### config.mk
export PLATFORM = sky130hd
export DESIGN_NAME = mdio_clause22_master
export DESIGN_NICKNAME = d
export VERILOG_FILES = /design/src/rtl/mdio_c22_pkg.sv /design/src/rtl/mdio_c22_in_stage.sv /design/src/rtl/mdio_c22_core.sv /design/src/rtl/mdio_clause22_master.sv
export SDC_FILE = /design/constraint.sdc
export NUM_CORES = 1
export LEC_CHECK = 0
export BUFFER_PORTS_ARGS = -buffer_cell sky130_fd_sc_hd__buf_2
export CORE_MARGIN = 3
export CORE_UTILIZATION = 31
export CTS_CLUSTER_DIAMETER = 60
export DETAILED_ROUTE_END_ITERATION = 7
export REMOVE_ABC_BUFFERS = 1
export SYNTH_ARGS = -nofsm -noshare
export SYNTH_HDL_FRONTEND = slang
export SYNTH_HIERARCHICAL = 1
export SYNTH_SLANG_ARGS = --single-unit
### constraint.sdc
create_clock -name clk -period 8.5 [get_ports clk]
set_input_delay 0.85 -clock clk [delete_from_list [all_inputs] [get_ports clk]]
set_output_delay 0.85 -clock clk [all_outputs]
set_load 0.005 [all_outputs]
### src/rtl/mdio_c22_pkg.sv
`timescale 1ns / 1ps

package mdio_c22_pkg;

  // Input word: a command or one MDC tick
  typedef struct packed {
    logic [1:0]  mode;
    logic [7:0]  phy_address;
    logic [7:0]  register_address;
    logic [15:0] write_value;
    logic [15:0] bit_mask;
    logic        line_sample;
  } cmd_t;

  // Result word
  typedef struct packed {
    logic        drive_bit;
    logic        drive_enable;
    logic        clock_pulse;
    logic        busy_res;
    logic        done_res;
    logic [15:0] read_value;
    logic [1:0]  status;
  } res_t;

  localparam logic [1:0] MODE_READ   = 2'd0;
  localparam logic [1:0] MODE_WRITE  = 2'd1;
  localparam logic [1:0] MODE_MODIFY = 2'd2;
  localparam logic [1:0] MODE_TICK   = 2'd3;

  localparam logic [1:0] STATUS_OK       = 2'd0;
  localparam logic [1:0] STATUS_BAD_ADDR = 2'd1;
  localparam logic [1:0] STATUS_BUSY     = 2'd2;

  localparam logic [1:0] OPC_READ  = 2'b10;
  localparam logic [1:0] OPC_WRITE = 2'b01;
  localparam logic [1:0] START_BITS = 2'b01;

  localparam int          CNT_W    = 6;
  localparam logic [5:0]  HDR_BITS  = 6'd14;
  localparam logic [5:0]  TA_BITS   = 6'd2;
  localparam logic [5:0]  DATA_BITS = 6'd16;
  localparam logic [7:0]  ADDR_MAX  = 8'd31;

endpackage

### src/rtl/mdio_c22_in_stage.sv
`timescale 1ns / 1ps

module mdio_c22_in_stage (
  input  logic                clk,
  input  logic                rst,
  input  logic                in_valid,
  output logic                in_stall,
  input  mdio_c22_pkg::cmd_t  in_cmd,
  input  logic                advance,
  output logic                held_valid,
  output mdio_c22_pkg::cmd_t  held_cmd
);
  import mdio_c22_pkg::*;

  logic load;

  // Take a new word when the slot is empty or drains this cycle
  assign load     = !held_valid || advance;
  assign in_stall = !load;

  always_ff @(posedge clk) begin
    if (rst) begin
      held_valid <= 1'b0;
    end else if (load) begin
      held_valid <= in_valid;
    end
  end

  always_ff @(posedge clk) begin
    if (load && in_valid) begin
      held_cmd <= in_cmd;
    end
  end

endmodule

### src/rtl/mdio_c22_core.sv
`timescale 1ns / 1ps

module mdio_c22_core #(
  parameter int MAX_PREAMBLE = 32
) (
  input  logic                clk,
  input  logic                rst,
  input  logic                advance,
  input  mdio_c22_pkg::cmd_t  cmd,
  input  logic [5:0]          preamble_length,
  output mdio_c22_pkg::res_t  res
);
  import mdio_c22_pkg::*;

  localparam logic [3:0] PH_IDLE = 4'd0;
  localparam logic [3:0] PH_PRE  = 4'd1;
  localparam logic [3:0] PH_HDR  = 4'd2;
  localparam logic [3:0] PH_TA   = 4'd3;
  localparam logic [3:0] PH_DATA = 4'd4;

  localparam logic [CNT_W-1:0] PreMax = CNT_W'(MAX_PREAMBLE);

  logic [3:0]       phase, phase_next;
  logic [CNT_W-1:0] bit_counter, bit_counter_next;
  logic [1:0]       operation, operation_next;
  logic [13:0]      header_shift, header_shift_next;
  logic [15:0]      data_shift, data_shift_next;
  logic [15:0]      saved_value, saved_value_next;
  logic [15:0]      saved_mask, saved_mask_next;
  logic             modify_write_pending, modify_write_pending_next;

  logic [CNT_W-1:0] pre_sat;
  logic [3:0]       start_phase;
  logic [CNT_W-1:0] start_count;
  logic [CNT_W-1:0] count_dec;
  logic             frame_writes;
  logic [15:0]      shifted;
  logic [1:0]       opc;

  // Frame start: clamp the preamble, skip it entirely when zero
  assign pre_sat     = (preamble_length > PreMax) ? PreMax : preamble_length;
  assign start_phase = (pre_sat == '0) ? PH_HDR : PH_PRE;
  assign start_count = (pre_sat == '0) ? HDR_BITS : pre_sat;

  assign count_dec    = bit_counter - 1'b1;
  assign frame_writes = (operation == MODE_WRITE) || modify_write_pending;
  assign shifted      = frame_writes ? {data_shift[14:0], 1'b0}
                                     : {data_shift[14:0], cmd.line_sample};
  assign opc          = (cmd.mode == MODE_WRITE) ? OPC_WRITE : OPC_READ;

  always_comb begin
    phase_next                = phase;
    bit_counter_next          = bit_counter;
    operation_next            = operation;
    header_shift_next         = header_shift;
    data_shift_next           = data_shift;
    saved_value_next          = saved_value;
    saved_mask_next           = saved_mask;
    modify_write_pending_next = modify_write_pending;
    res                       = '0;

    if (cmd.mode != MODE_TICK) begin
      if (phase != PH_IDLE) begin
        res.status = STATUS_BUSY;
      end else if (cmd.phy_address > ADDR_MAX || cmd.register_address > ADDR_MAX) begin
        res.status   = STATUS_BAD_ADDR;
        res.done_res = 1'b1;
      end else begin
        operation_next            = cmd.mode;
        modify_write_pending_next = 1'b0;
        header_shift_next         = {START_BITS, opc, cmd.phy_address[4:0],
                                     cmd.register_address[4:0]};
        saved_value_next          = cmd.write_value;
        saved_mask_next           = cmd.bit_mask;
        data_shift_next           = (cmd.mode == MODE_WRITE) ? cmd.write_value : 16'd0;
        phase_next                = start_phase;
        bit_counter_next          = start_count;
      end
    end else if (phase != PH_IDLE) begin
      res.clock_pulse  = 1'b1;
      bit_counter_next = count_dec;
      unique case (phase)
        PH_PRE: begin
          res.drive_bit    = 1'b1;
          res.drive_enable = 1'b1;
          if (count_dec == '0) begin
            phase_next       = PH_HDR;
            bit_counter_next = HDR_BITS;
          end
        end
        PH_HDR: begin
          // Rotate so the header survives for the write frame of a modify
          res.drive_bit     = header_shift[13];
          res.drive_enable  = 1'b1;
          header_shift_next = {header_shift[12:0], header_shift[13]};
          if (count_dec == '0) begin
            phase_next       = PH_TA;
            bit_counter_next = TA_BITS;
          end
        end
        PH_TA: begin
          if (frame_writes) begin
            res.drive_enable = 1'b1;
            res.drive_bit    = (bit_counter == TA_BITS);
          end
          if (count_dec == '0) begin
            phase_next       = PH_DATA;
            bit_counter_next = DATA_BITS;
          end
        end
        default: begin
          if (frame_writes) begin
            res.drive_enable = 1'b1;
            res.drive_bit    = data_shift[15];
          end
          data_shift_next = shifted;
          if (count_dec == '0) begin
            if (operation == MODE_MODIFY && !modify_write_pending) begin
              // Merge and turn the read frame into a write frame
              data_shift_next           = (shifted & ~saved_mask) |
                                          (saved_value & saved_mask);
              saved_value_next          = shifted;
              modify_write_pending_next = 1'b1;
              header_shift_next         = {header_shift[13:12], OPC_WRITE,
                                           header_shift[9:0]};
              phase_next                = start_phase;
              bit_counter_next          = start_count;
            end else begin
              res.done_res = 1'b1;
              if (operation == MODE_READ) begin
                res.read_value = shifted;
              end else if (operation == MODE_MODIFY) begin
                res.read_value = saved_value;
              end
              phase_next                = PH_IDLE;
              bit_counter_next          = '0;
              modify_write_pending_next = 1'b0;
            end
          end
        end
      endcase
    end

    res.busy_res = (phase_next != PH_IDLE);
  end

  always_ff @(posedge clk) begin
    if (rst) begin
      phase                <= PH_IDLE;
      bit_counter          <= '0;
      operation            <= '0;
      header_shift         <= '0;
      data_shift           <= '0;
      saved_value          <= '0;
      saved_mask           <= '0;
      modify_write_pending <= 1'b0;
    end else if (advance) begin
      phase                <= phase_next;
      bit_counter          <= bit_counter_next;
      operation            <= operation_next;
      header_shift         <= header_shift_next;
      data_shift           <= data_shift_next;
      saved_value          <= saved_value_next;
      saved_mask           <= saved_mask_next;
      modify_write_pending <= modify_write_pending_next;
    end
  end

endmodule

### src/rtl/mdio_clause22_master.sv
`timescale 1ns / 1ps

// Clause 22 MDIO management master. A command word (mode read, write or
// read-modify-write) loads a frame; each tick word (mode 3) then stands for
// one MDC cycle and returns the MDIO drive level and drive enable for it:
// preamble ones, start 01, opcode, PHY and register address, turnaround and
// 16 data bits, MSB first. For reads the line is released from turnaround
// on and line_sample is shifted in on each data tick. A modify runs a read
// frame, merges (read & ~mask) | (value & mask) and runs a write frame; the
// read value comes back with done_res. An address above 31 ends the command
// at once with status 1; a command while busy is dropped with status 2.
// Every input word yields exactly one result word. Throughput is one word
// per clock while out_stall is low; each word passes through the input register
// and then the result register, with the frame state updated as a word moves
// between them. preamble_length is sampled when each frame starts and is
// clamped to MAX_PREAMBLE.
module mdio_clause22_master #(
  parameter int MAX_PREAMBLE = 32
) (
  input  logic        clk,
  input  logic        rst,
  // configuration
  input  logic        cfg_write_enable,
  input  logic [5:0]  cfg_write_data,
  // input channel
  input  logic        in_valid,
  output logic        in_stall,
  input  logic [1:0]  mode,
  input  logic [7:0]  phy_address,
  input  logic [7:0]  register_address,
  input  logic [15:0] write_value,
  input  logic [15:0] bit_mask,
  input  logic        line_sample,
  // result channel
  output logic        out_valid,
  input  logic        out_stall,
  output logic        drive_bit,
  output logic        drive_enable,
  output logic        clock_pulse,
  output logic        busy_res,
  output logic        done_res,
  output logic [15:0] read_value,
  output logic [1:0]  status
);
  import mdio_c22_pkg::*;

  logic [5:0] preamble_length;
  cmd_t       in_cmd;
  cmd_t       held_cmd;
  logic       held_valid;
  logic       advance;
  res_t       res_comb;
  res_t       res_reg;

  // Preamble length register, reset to a full 32-bit preamble
  always_ff @(posedge clk) begin
    if (rst) begin
      preamble_length <= 6'd32;
    end else if (cfg_write_enable) begin
      preamble_length <= cfg_write_data;
    end
  end

  assign in_cmd = '{mode:             mode,
                    phy_address:      phy_address,
                    register_address: register_address,
                    write_value:      write_value,
                    bit_mask:         bit_mask,
                    line_sample:      line_sample};

  // Advance the held word when the result register is empty or draining
  assign advance = held_valid && (!out_valid || !out_stall);

  mdio_c22_in_stage u_in_stage (
    .clk        (clk),
    .rst        (rst),
    .in_valid   (in_valid),
    .in_stall   (in_stall),
    .in_cmd     (in_cmd),
    .advance    (advance),
    .held_valid (held_valid),
    .held_cmd   (held_cmd)
  );

  mdio_c22_core #(
    .MAX_PREAMBLE (MAX_PREAMBLE)
  ) u_core (
    .clk             (clk),
    .rst             (rst),
    .advance         (advance),
    .cmd             (held_cmd),
    .preamble_length (preamble_length),
    .res             (res_comb)
  );

  // Result register: hold while stalled, drop once taken
  always_ff @(posedge clk) begin
    if (rst) begin
      out_valid <= 1'b0;
    end else if (advance) begin
      out_valid <= 1'b1;
    end else if (!out_stall) begin
      out_valid <= 1'b0;
    end
  end

  always_ff @(posedge clk) begin
    if (advance) begin
      res_reg <= res_comb;
    end
  end

  assign drive_bit    = res_reg.drive_bit;
  assign drive_enable = res_reg.drive_enable;
  assign clock_pulse  = res_reg.clock_pulse;
  assign busy_res     = res_reg.busy_res;
  assign done_res     = res_reg.done_res;
  assign read_value   = res_reg.read_value;
  assign status       = res_reg.status;

endmodule

==> results of run 1 <==
[per-stage QoR]
stage | cell area [µm²] | utilization (%) | instances
5_1_grt | 8230 | 37.3 | 1025
6_report | 8230 | 37.3 | 1025
3_3_place_gp | 7680 | 34.8 | 993
3_5_place_dp | 7680 | 34.8 | 993
2_1_floorplan | 6790 | - | 616
4_1_cts | 8230 | 37.3 | 1025
[sequential cells by signal (all words and copies together), names as in the netlist, 2 cells and up]
| register | flops |
|---|---|
| preamble_length | 6 |
| read_value | 16 |
| status | 2 |
| u_core/bit_counter | 6 |
| u_core/data_shift | 16 |
| u_core/header_shift | 14 |
| u_core/operation | 2 |
| u_core/phase | 4 |
| u_core/saved_mask | 16 |
| u_core/saved_value | 16 |
| u_in_stage/held_cmd | 51 |
[power by group]
group	switching (mW)	leakage [nW]	internal, mW
Clock	0.339	0.268	0.383
Combinational	0.0937	1.11	0.0554
Sequential	0.0247	1.39	0.832
Total	0.458	2.76	1.27
[kinds of logic after synthesis]
| logic type | synth area share [%] |
|---|---|
| muxes | 4.89 |
| AOI/OAI and AO/OA | 16.5 |
| buffers and inverters | 4.43 |
| xor gates and xnor gates | 0.603 |
| and+or+nand+nor | 17.5 |
| DFF | 55.0 |
| adders and majority gates | 1.06 |
[worst reg2reg max path, cell delays in order (launching register included)]
cell     delay, ns
dfxtp_1       0.34
nor2_1        0.62
nand2_1       0.23
inv_2         0.19
nand4_1       0.55
nor2_1        1.02
nand2_1       0.12
a21oi_1       0.18
[area by class of cell]
type	instances	area, µm²	area share (%)
repair buffers	97	513	6.23
inverters	10	37.5	0.456
clock inverters	15	130	1.58
multi-input cells	449	2890	35.1
well taps	280	350	4.25
flip-flops and latches	157	3880	47.2
clock buffers	17	425	5.17
[worst max-delay path by stage]
stage	from	end	slack, ns	cells past startpoint
CTS	u_core/phase[2]	u_core/saved_mask[6]	5.19	7
floorplan	out_stall	u_in_stage/held_cmd[0]	2.45	3
finish	u_core/phase[2]	u_core/saved_mask[6]	5.18	7
global route	u_core/phase[2]	u_core/saved_mask[1]	4.76	7
detailed placement	out_stall	u_core/saved_mask[6]	4.89	7
global placement	out_stall	u_core/saved_mask[2]	5.07	7
[cell usage in the layout (no fill, tap or decap), types with 3 or more instances in the layout]
master / count
a311oi_2: 10
mux2i_1: 21
nor2_1: 63
inv_6: 6
buf_4: 11
nand2_1: 99
ha_1: 6
a211oi_1: 8
a41oi_1: 4
buf_2: 86
edfxtp_1: 74
clkbuf_16: 17
mux2_1: 3
nor3_1: 11
a21oi_1: 46
o21ai_1: 3
dfxtp_1: 83
and2_1: 4
inv_1: 8
nand4_1: 15
a311oi_1: 34
a31oi_1: 5
nor2_4: 10
nand3_1: 15
mux2_2: 9
o21ai_0: 26
clkinv_4: 3
[per-layer routing]
layer  routed length, µm  global-route usage (%)  vias up
met1                8360                    20.8     2493
met5                   0                       0        -
met4                 399                    5.13        0
met3                1100                    4.01       26
met2                7560                    20.8      152
li1                    -                       -     2608
==> flow_summary_export.csv, run 1 <==
group,metric,value,unit
run_status,status,"finished, final reports clean",
final_layout,nNetsFinal,800,
critical_path,worstPathArrival,3.67,ns
critical_path,cp_num_buf_inv,1,
pwr,power.total,1.73,mW
global_routing,grt_overflow,0,
critical_path,r2r_start,"u_core/phase[2]",
critical_path,path_class,"flip-flop to flip-flop",
clock_network,postCtsSetupBuffers,0,
yosys,ys_seq_area_share,55.0,%
yosys,synth_common_cells,"nand2_1, dfxtp_1, edfxtp_1, nor2_1, a21oi_1",
routing,avgViaCountPerCell,5.15,
yosys,yosys.cell_count.top_type,"nand2_1",
yosys,yosysTopAreaCell,"edfxtp_1",
critical_path,crit_fanout,19,
global_routing,grt_use_total,14.5,%
clock_network,cts_buffers,17,
sta,tightest_slew,1.24,ns
pwr,power_leakage,2.76,nW
placed_design,dpl.hpwl,10900,µm
floorplan,die_w,157,µm
hold_path,whs_path_depth,2,
clock_network,path_clk_slew,0.07,ns
final_layout,diodes,0,
clock_network,clock-sinks,157,
sta,hold_violations,0,
placed_design,portBuffers,86,
clock_network,insertion_delay,0.44,ns
floorplan,start_util,32.0,%
floorplan,dieArea,24600,µm²
critical_path,critPathLaunchType,"flip-flop",
hold_path,hp-class,"flip-flop to flip-flop",
routing,wl_per_cell,17.0,µm
global_routing,antenna_found_initial,0,
sta,setup_viol,0,
sta,clock_skew,0.0117,ns
routing,antenna_left,0,
floorplan,ios,87,
critical_path,reg2reg_slack,5.18,ns
flow_run,cap_violations,0,
floorplan,fp.dieH,157,µm
clock_network,cts_tree,"done",
pwr,ir_drop,0.0000948,V
yosys,syn_area_per_cell,10.6,µm²
final_layout,fillers,2213,
critical_path,crit_chain,"nor2_1, nand2_1, inv_2, nand4_1, nor2_1, nand2_1, a21oi_1",
routing,postRouteWirelength,17400,µm
final_layout,area_growth,16.6,%
sta,fin_tns_setup,0,ns
sta,rsz0062_at_grt,"no",
placed_design,gp_congestion,0.839,
routing,drt_first_iter_violations,470,
sta,fmax,0.301,GHz
sta,final.period_utilization,39.1,%
clock_network,cts-root-buf,"clkbuf_16",
yosys,synth-seq-cells,157,
yosys,netlist_area,7060,µm²
yosys,yosys.cell_types.count,72,
yosys,synth_top_cell_area_share,31.5,%
clock_network,htreeDepth,4,
sta,fin_crit,3.32,ns
sta,setup_ws,5.18,ns
global_routing,grt_first_pass_wirelength,27800,µm
critical_path,worst_path_max_delay_cell,"nor2_1",
sta,maxSlewViolCount,0,
routing,drc,0,
clock_network,ctsHoldBuffers,0,
yosys,synth-edff-count,74,
floorplan,placementRows,54,
global_routing,grt_max_degree,87,
floorplan,core_area,22100,µm²
routing,dr_total_vias,5279,
critical_path,reg2reg_depth,7,
sta,fin_hold_ws,0.477,ns
yosys,async_reset_ff_share,0,%
placed_design,dp_slack,4.89,ns
hold_path,hold_end,"u_core/header_shift[13]",
final_layout,drive_gt1_share,24.3,%
hold_path,hp-start,"u_core/header_shift[12]",
clock_network,ctsResizeCount,0,
sta,slew_headroom,16.8,%
pwr,power-per-cell-area,210,nW/µm²
critical_path,worstPathRequired,8.85,ns
global_routing,grt_pass1_vias,5045,
yosys,ys_top_cells_by_area,"edfxtp_1, dfxtp_1, nand2_1",
yosys,postSynthCellCount,668,
yosys,synth_ff_type,"dfxtp_1",
critical_path,crit_family,"simple AND/OR/NAND/NOR gates",
clock_network,cts_buffer_depth,2,
yosys,yosysWarnings,6,
critical_path,cpPeakStageDelay,1.02,ns
routing,dr.pass1.iters,5,
critical_path,worst_setup_path_end_kind,"flip-flop",
critical_path,r2r-end,"u_core/saved_mask[6]",
Power figures use the tool's default switching activity.
==> run 2: changes to the inputs <==
==> constraint.sdc (replaced) <==
create_clock -name clk -period 2.7 [get_ports clk]
set_input_delay 0.27 -clock clk [delete_from_list [all_inputs] [get_ports clk]]
set_output_delay 0.27 -clock clk [all_outputs]
set_load 0.005 [all_outputs]
==> flow_summary_export.csv, run 2 (synthesis results as in run 1) <==
group,metric,value,unit
run_status,status,"finished, final reports clean",
routing,wl_per_cell,17.1,µm
sta,fin_hold_ws,0.0176,ns
routing,postRouteWirelength,17900,µm
pwr,pwr-share-seq,48.7,%
sta,clock_skew,0.0101,ns
clock_network,postCtsSetupBuffers,0,
critical_path,worstPathRequired,2.98,ns
critical_path,r2r_start,"u_core/bit_counter[0]",
floorplan,ios,87,
sta,slew_headroom,38.7,%
hold_path,hp-class,"input port to flip-flop",
placed_design,dp.cells,1007,
final_layout,final_cell_mix,"nand2_1, buf_2, dfxtp_1",
critical_path,path_class,"flip-flop to flip-flop",
hold_path,hold_end,"u_in_stage/held_cmd[16]",
critical_path,startpoint,"u_core/bit_counter[0]",
floorplan,core_area,22100,µm²
global_routing,grt_max_degree,60,
critical_path,reg2reg_depth,7,
sta,rsz0062_at_grt,"no",
placed_design,dpl.hpwl,11500,µm
global_routing,grt_first_pass_wirelength,28900,µm
routing,drt_first_iter_violations,491,
final_layout,final_cells,1045,
critical_path,reg2reg_slack,0.26,ns
clock_network,htreeDepth,4,
global_routing,grt_overflow,0,
sta,fin_crit,2.44,ns
floorplan,start_util,32.0,%
clock_network,clock-sinks,157,
routing,antenna_left,0,
critical_path,critPathLaunchType,"flip-flop",
critical_path,r2r-end,"read_value[4]",
clock_network,cts_buffers,17,
sta,tightest_slew,0.920,ns
clock_network,path_clk_slew,0.06,ns
clock_network,insertion_delay,0.43,ns
pwr,internal-power,4.17,mW
pwr,pwr-share-comb,9.2,%
final_layout,regMostFlops,"u_in_stage/held_cmd",
floorplan,dieArea,24600,µm²
pwr,power_leakage,2.87,nW
hold_path,hp-start,"bit_mask[15]",
routing,dr.pass1.iters,5,
routing,drc,0,
final_layout,area_growth,19.6,%
final_layout,drive_gt1_share,25.6,%
clock_network,cts_tree,"done",
sta,maxSlewViolCount,0,
pwr,sw_frac_of_total,24.5,%
placed_design,portBuffers,86,
pwr,power.total,5.52,mW
global_routing,grt_pass1_vias,5284,
sta,setup_ws,0.262,ns
final_layout,fillers,2156,
placed_design,post_dp_cell_area,7810,µm²
clock_network,cts_buffer_depth,2,
sta,setup_viol,0,
critical_path,crit_fanout,16,
placed_design,dp_slack,0.231,ns
sta,hold_violations,0,
placed_design,gp_congestion,0.861,
pwr,ir_drop,0.000383,V
global_routing,grt_use_total,14.9,%
hold_path,whs_path_depth,1,
sta,final.period_utilization,90.3,%
final_layout,largest_reg_flops,51,
flow_run,cap_violations,0,
pwr,clock_power_share,42.1,%
floorplan,fp.dieH,157,µm
routing,avgViaCountPerCell,5.19,
sta,fmax,0.410,GHz
routing,dr_total_vias,5427,
floorplan,die_w,157,µm
floorplan,placementRows,54,
final_layout,finish.instance_area,8440,µm²
critical_path,worstPathArrival,2.71,ns
pwr,power-per-cell-area,654,nW/µm²
final_layout,nNetsFinal,820,
final_layout,diodes,0,
final_layout,final_common_cell,"nand2_1",
clock_network,cts-root-buf,"clkbuf_16",
critical_path,worst_setup_path_end_kind,"flip-flop",
global_routing,antenna_found_initial,0,
pwr,p_sw,1.36,mW
-- run 2: final cells by class --
cell class,instances,area (µm²),area share [%]
Multi-Input combinational cell,449,2900,34.3
Inverter,10,37.5,0.445
Clock buffer,17,425,5.04
Timing Repair Buffer,117,703,8.33
Tap cell,280,350,4.15
Clock inverter,15,146,1.73
Sequential cell,157,3880,46.0
-- run 2: power by group through the flow --
stage          combinational (mW)  clock [mW]  sequential (mW)
6_report                    0.510        2.32             2.69
5_1_grt                     0.565        2.50             2.70
4_1_cts                     0.510        2.39             2.69
3_5_place_dp                0.502           0             2.74
3_3_place_gp                0.497           0             2.74
2_1_floorplan               0.278           0             2.73
-- run 2: routing by layer --
layer  GRT usage [%]  routed length, µm  vias up  part of all wire [%]
li1                -                  -     2639                     -
met1            20.3               8050     2566                    45
met2            22.1               8080      202                    45
met3            4.84               1420       20                   8.0
met4            5.29                351        0                   2.0
met5               0                  0        -                     0
-- run 2: repair_timing --
action                                 4_1_cts  5_1_grt
endpoints found under the hold margin        5        1
gates resized for setup                      0        1
hold buffers                                 5        1
setup endpoints to repair                    0        1
-- run 2: how the worst max path moves through the flow --
stage                        endpoint  slack (ns)
2_1_floorplan  u_in_stage/held_cmd[0]       -2.83
3_3_place_gp    u_core/saved_value[2]        0.30
3_5_place_dp    u_core/saved_value[1]        0.23
4_1_cts         u_core/saved_value[4]        0.24
5_1_grt                 read_value[4]        0.14
6_report                read_value[4]        0.26
-- run 2: worst max-delay path, stage by stage, from the launching register on --
cell and delay, ns:
dfxtp_1 0.46, inv_1 0.12, ha_1 0.28, xnor2_2 0.20
and4_4 0.27, nand2_4 0.08, or4_4 0.70, nor2_1 0.18
-- run 2: stage by stage --
step,setup TNS [ns],util (%)
detailed placement,0,35.3
floorplan,-308.84,-
CTS,0,38.2
global route,0,38.2
global placement,0,35.3
finish,0,38.2
==> run 3: changes to the inputs <==
--- a/config.mk
+++ b/config.mk
@@ -10,6 +10,7 @@
 export CORE_UTILIZATION = 31
 export CTS_CLUSTER_DIAMETER = 60
 export DETAILED_ROUTE_END_ITERATION = 7
+export RECOVER_POWER = 100
 export REMOVE_ABC_BUFFERS = 1
 export SYNTH_ARGS = -nofsm -noshare
 export SYNTH_HDL_FRONTEND = slang
==> flow_summary_export.csv, run 3 (synthesis results as in run 1) <==
group,metric,value,unit
floorplan,die_w,157,µm
routing,dr_total_vias,5393,
critical_path,crit_family,"simple AND/OR/NAND/NOR gates",
floorplan,core_area,22100,µm²
placed_design,dpl.hpwl,11500,µm
critical_path,cpPeakStageDelay,0.45,ns
sta,maxSlewViolCount,42,
critical_path,crit_fanout,12,
final_layout,largest_reg_flops,51,
hold_path,whs_path_depth,1,
sta,rsz0062_at_grt,"no",
clock_network,path_clk_slew,0.06,ns
global_routing,grt_use_total,14.9,%
run_status,status,"complete, but fails checks",
sta,final.period_utilization,92.1,%
floorplan,dieArea,24600,µm²
clock_network,clock-sinks,157,
routing,drt_first_iter_violations,533,
critical_path,crit_chain,"inv_1, ha_1, xnor2_2, and4_1, buf_4, and2_0, a41oi_1, a311oi_1",
hold_path,hold_end,"u_in_stage/held_cmd[16]",
pwr,power_leakage,2.76,nW
run_status,violations,"capacitance limit, slew limit",
routing,postRouteWirelength,18000,µm
critical_path,path_class,"flip-flop to flip-flop",
critical_path,reg2reg_slack,0.21,ns
final_layout,final_cell_mix,"nand2_1, dfxtp_1, edfxtp_1",
sta,tightest_slew,2.17,ns
critical_path,reg2reg_depth,8,
hold_path,hp-class,"input port to flip-flop",
clock_network,cts-root-buf,"clkbuf_16",
final_layout,finish.instance_area,8290,µm²
placed_design,post_dp_cell_area,7810,µm²
clock_network,insertion_delay,0.43,ns
pwr,ir_drop,0.000385,V
final_layout,final_cells,1045,
routing,drc,0,
critical_path,worstPathArrival,2.80,ns
routing,wl_per_cell,17.2,µm
sta,clock_skew,0.0121,ns
global_routing,grt_first_pass_wirelength,28900,µm
routing,avgViaCountPerCell,5.16,
hold_path,hp-start,"bit_mask[15]",
critical_path,startpoint,"u_core/bit_counter[0]",
placed_design,portBuffers,86,
sta,fin_hold_ws,0.0160,ns
floorplan,ios,87,
flow_run,cap_violations,1,
final_layout,regMostFlops,"u_in_stage/held_cmd",
clock_network,cts_buffers,17,
clock_network,htreeDepth,4,
critical_path,worstPathRequired,3.01,ns
global_routing,grt_pass1_vias,5284,
clock_network,cts_tree,"done",
final_layout,area_growth,17.3,%
critical_path,cp_num_buf_inv,2,
placed_design,dp.cells,1007,
floorplan,fp.dieH,157,µm
sta,hold_violations,0,
sta,setup_viol,0,
critical_path,critPathLaunchType,"flip-flop",
clock_network,cts_buffer_depth,2,
global_routing,grt_overflow,0,
critical_path,r2r-end,"u_core/data_shift[1]",
pwr,power-per-cell-area,665,nW/µm²
sta,fin_crit,2.49,ns
final_layout,nNetsFinal,820,
sta,slew_headroom,-44.7,%
final_layout,fin_util,37.5,%
routing,antenna_left,0,
floorplan,placementRows,54,
floorplan,start_util,32.0,%
routing,dr.pass1.iters,5,
final_layout,drive_gt1_share,20.3,%
global_routing,grt_max_degree,60,
critical_path,worst_setup_path_end_kind,"flip-flop",
placed_design,gp_congestion,0.861,
critical_path,worst_path_max_delay_cell,"dfxtp_1",
sta,fmax,0.402,GHz
final_layout,diodes,0,
critical_path,r2r_start,"u_core/bit_counter[0]",
global_routing,antenna_found_initial,0,
final_layout,final_common_cell,"nand2_1",
-- run 3: repair_timing --
item | in CTS | in global routing
endpoints found under the setup margin | 0 | 1
hold buffers | 5 | 1
hold endpoints to repair | 5 | 1
setup buffers | 0 | 0
gates resized for setup | 0 | 1
-- run 3: how the worst max path moves through the flow --
stage                        endpoint  slack (ns)  cells past startpoint
5_1_grt          u_core/data_shift[1]        0.08                      8
3_5_place_dp    u_core/saved_value[1]        0.23                      7
2_1_floorplan  u_in_stage/held_cmd[0]       -2.83                      3
3_3_place_gp    u_core/saved_value[2]        0.30                      7
6_report         u_core/data_shift[1]        0.21                      8
4_1_cts         u_core/saved_value[4]        0.24                      7
-- run 3: area by class of cell --
| cell class | count | area (µm²) |
|---|---|---|
| fillers | 2184 | 13800 |
| repair buffers | 117 | 654 |
| clock buffers | 17 | 425 |
| multi-input cells | 449 | 2790 |
| clock inverters | 15 | 146 |
| flip-flops and latches | 157 | 3880 |
| inverters | 10 | 37.5 |
| well taps | 280 | 350 |
-- run 3: power by group --
part,switching [mW],internal (mW)
clock network,0.976,1.35
logic,0.307,0.183
registers,0.0689,2.62
total,1.35,4.16
-- run 3: metrics by stage --
step                TNS (ns)  setup slack (ns)  power [mW]
detailed placement         0             0.231        3.24
global placement           0             0.302        3.24
floorplan            -308.84             -2.83        3.01
CTS                        0             0.236        5.59
global route               0            0.0775        5.75
finish                     0             0.214        5.51
-- run 3: worst reg2reg max path: cells and delay by family, from the launching register on --
| kind | cells | cell delay, ns |
|---|---|---|
| DFF | 1 | 0.45 |
| AOI/OAI and AO/OA | 2 | 0.45 |
| buffers and inverters | 2 | 0.35 |
| adders and majority gates | 1 | 0.28 |
| xor gates and xnor gates | 1 | 0.18 |
| and+or+nand+nor | 2 | 0.66 |
-- run 3: metal layers --
layer	wire length, µm	share of wire [%]	track usage [%]	up-vias
met1	8230	46	20.3	2545
li1	-	-	-	2635
met4	384	2.1	5.29	0
met2	8030	45	22.1	186
met5	0	0	0	-
met3	1310	7.3	4.84	27
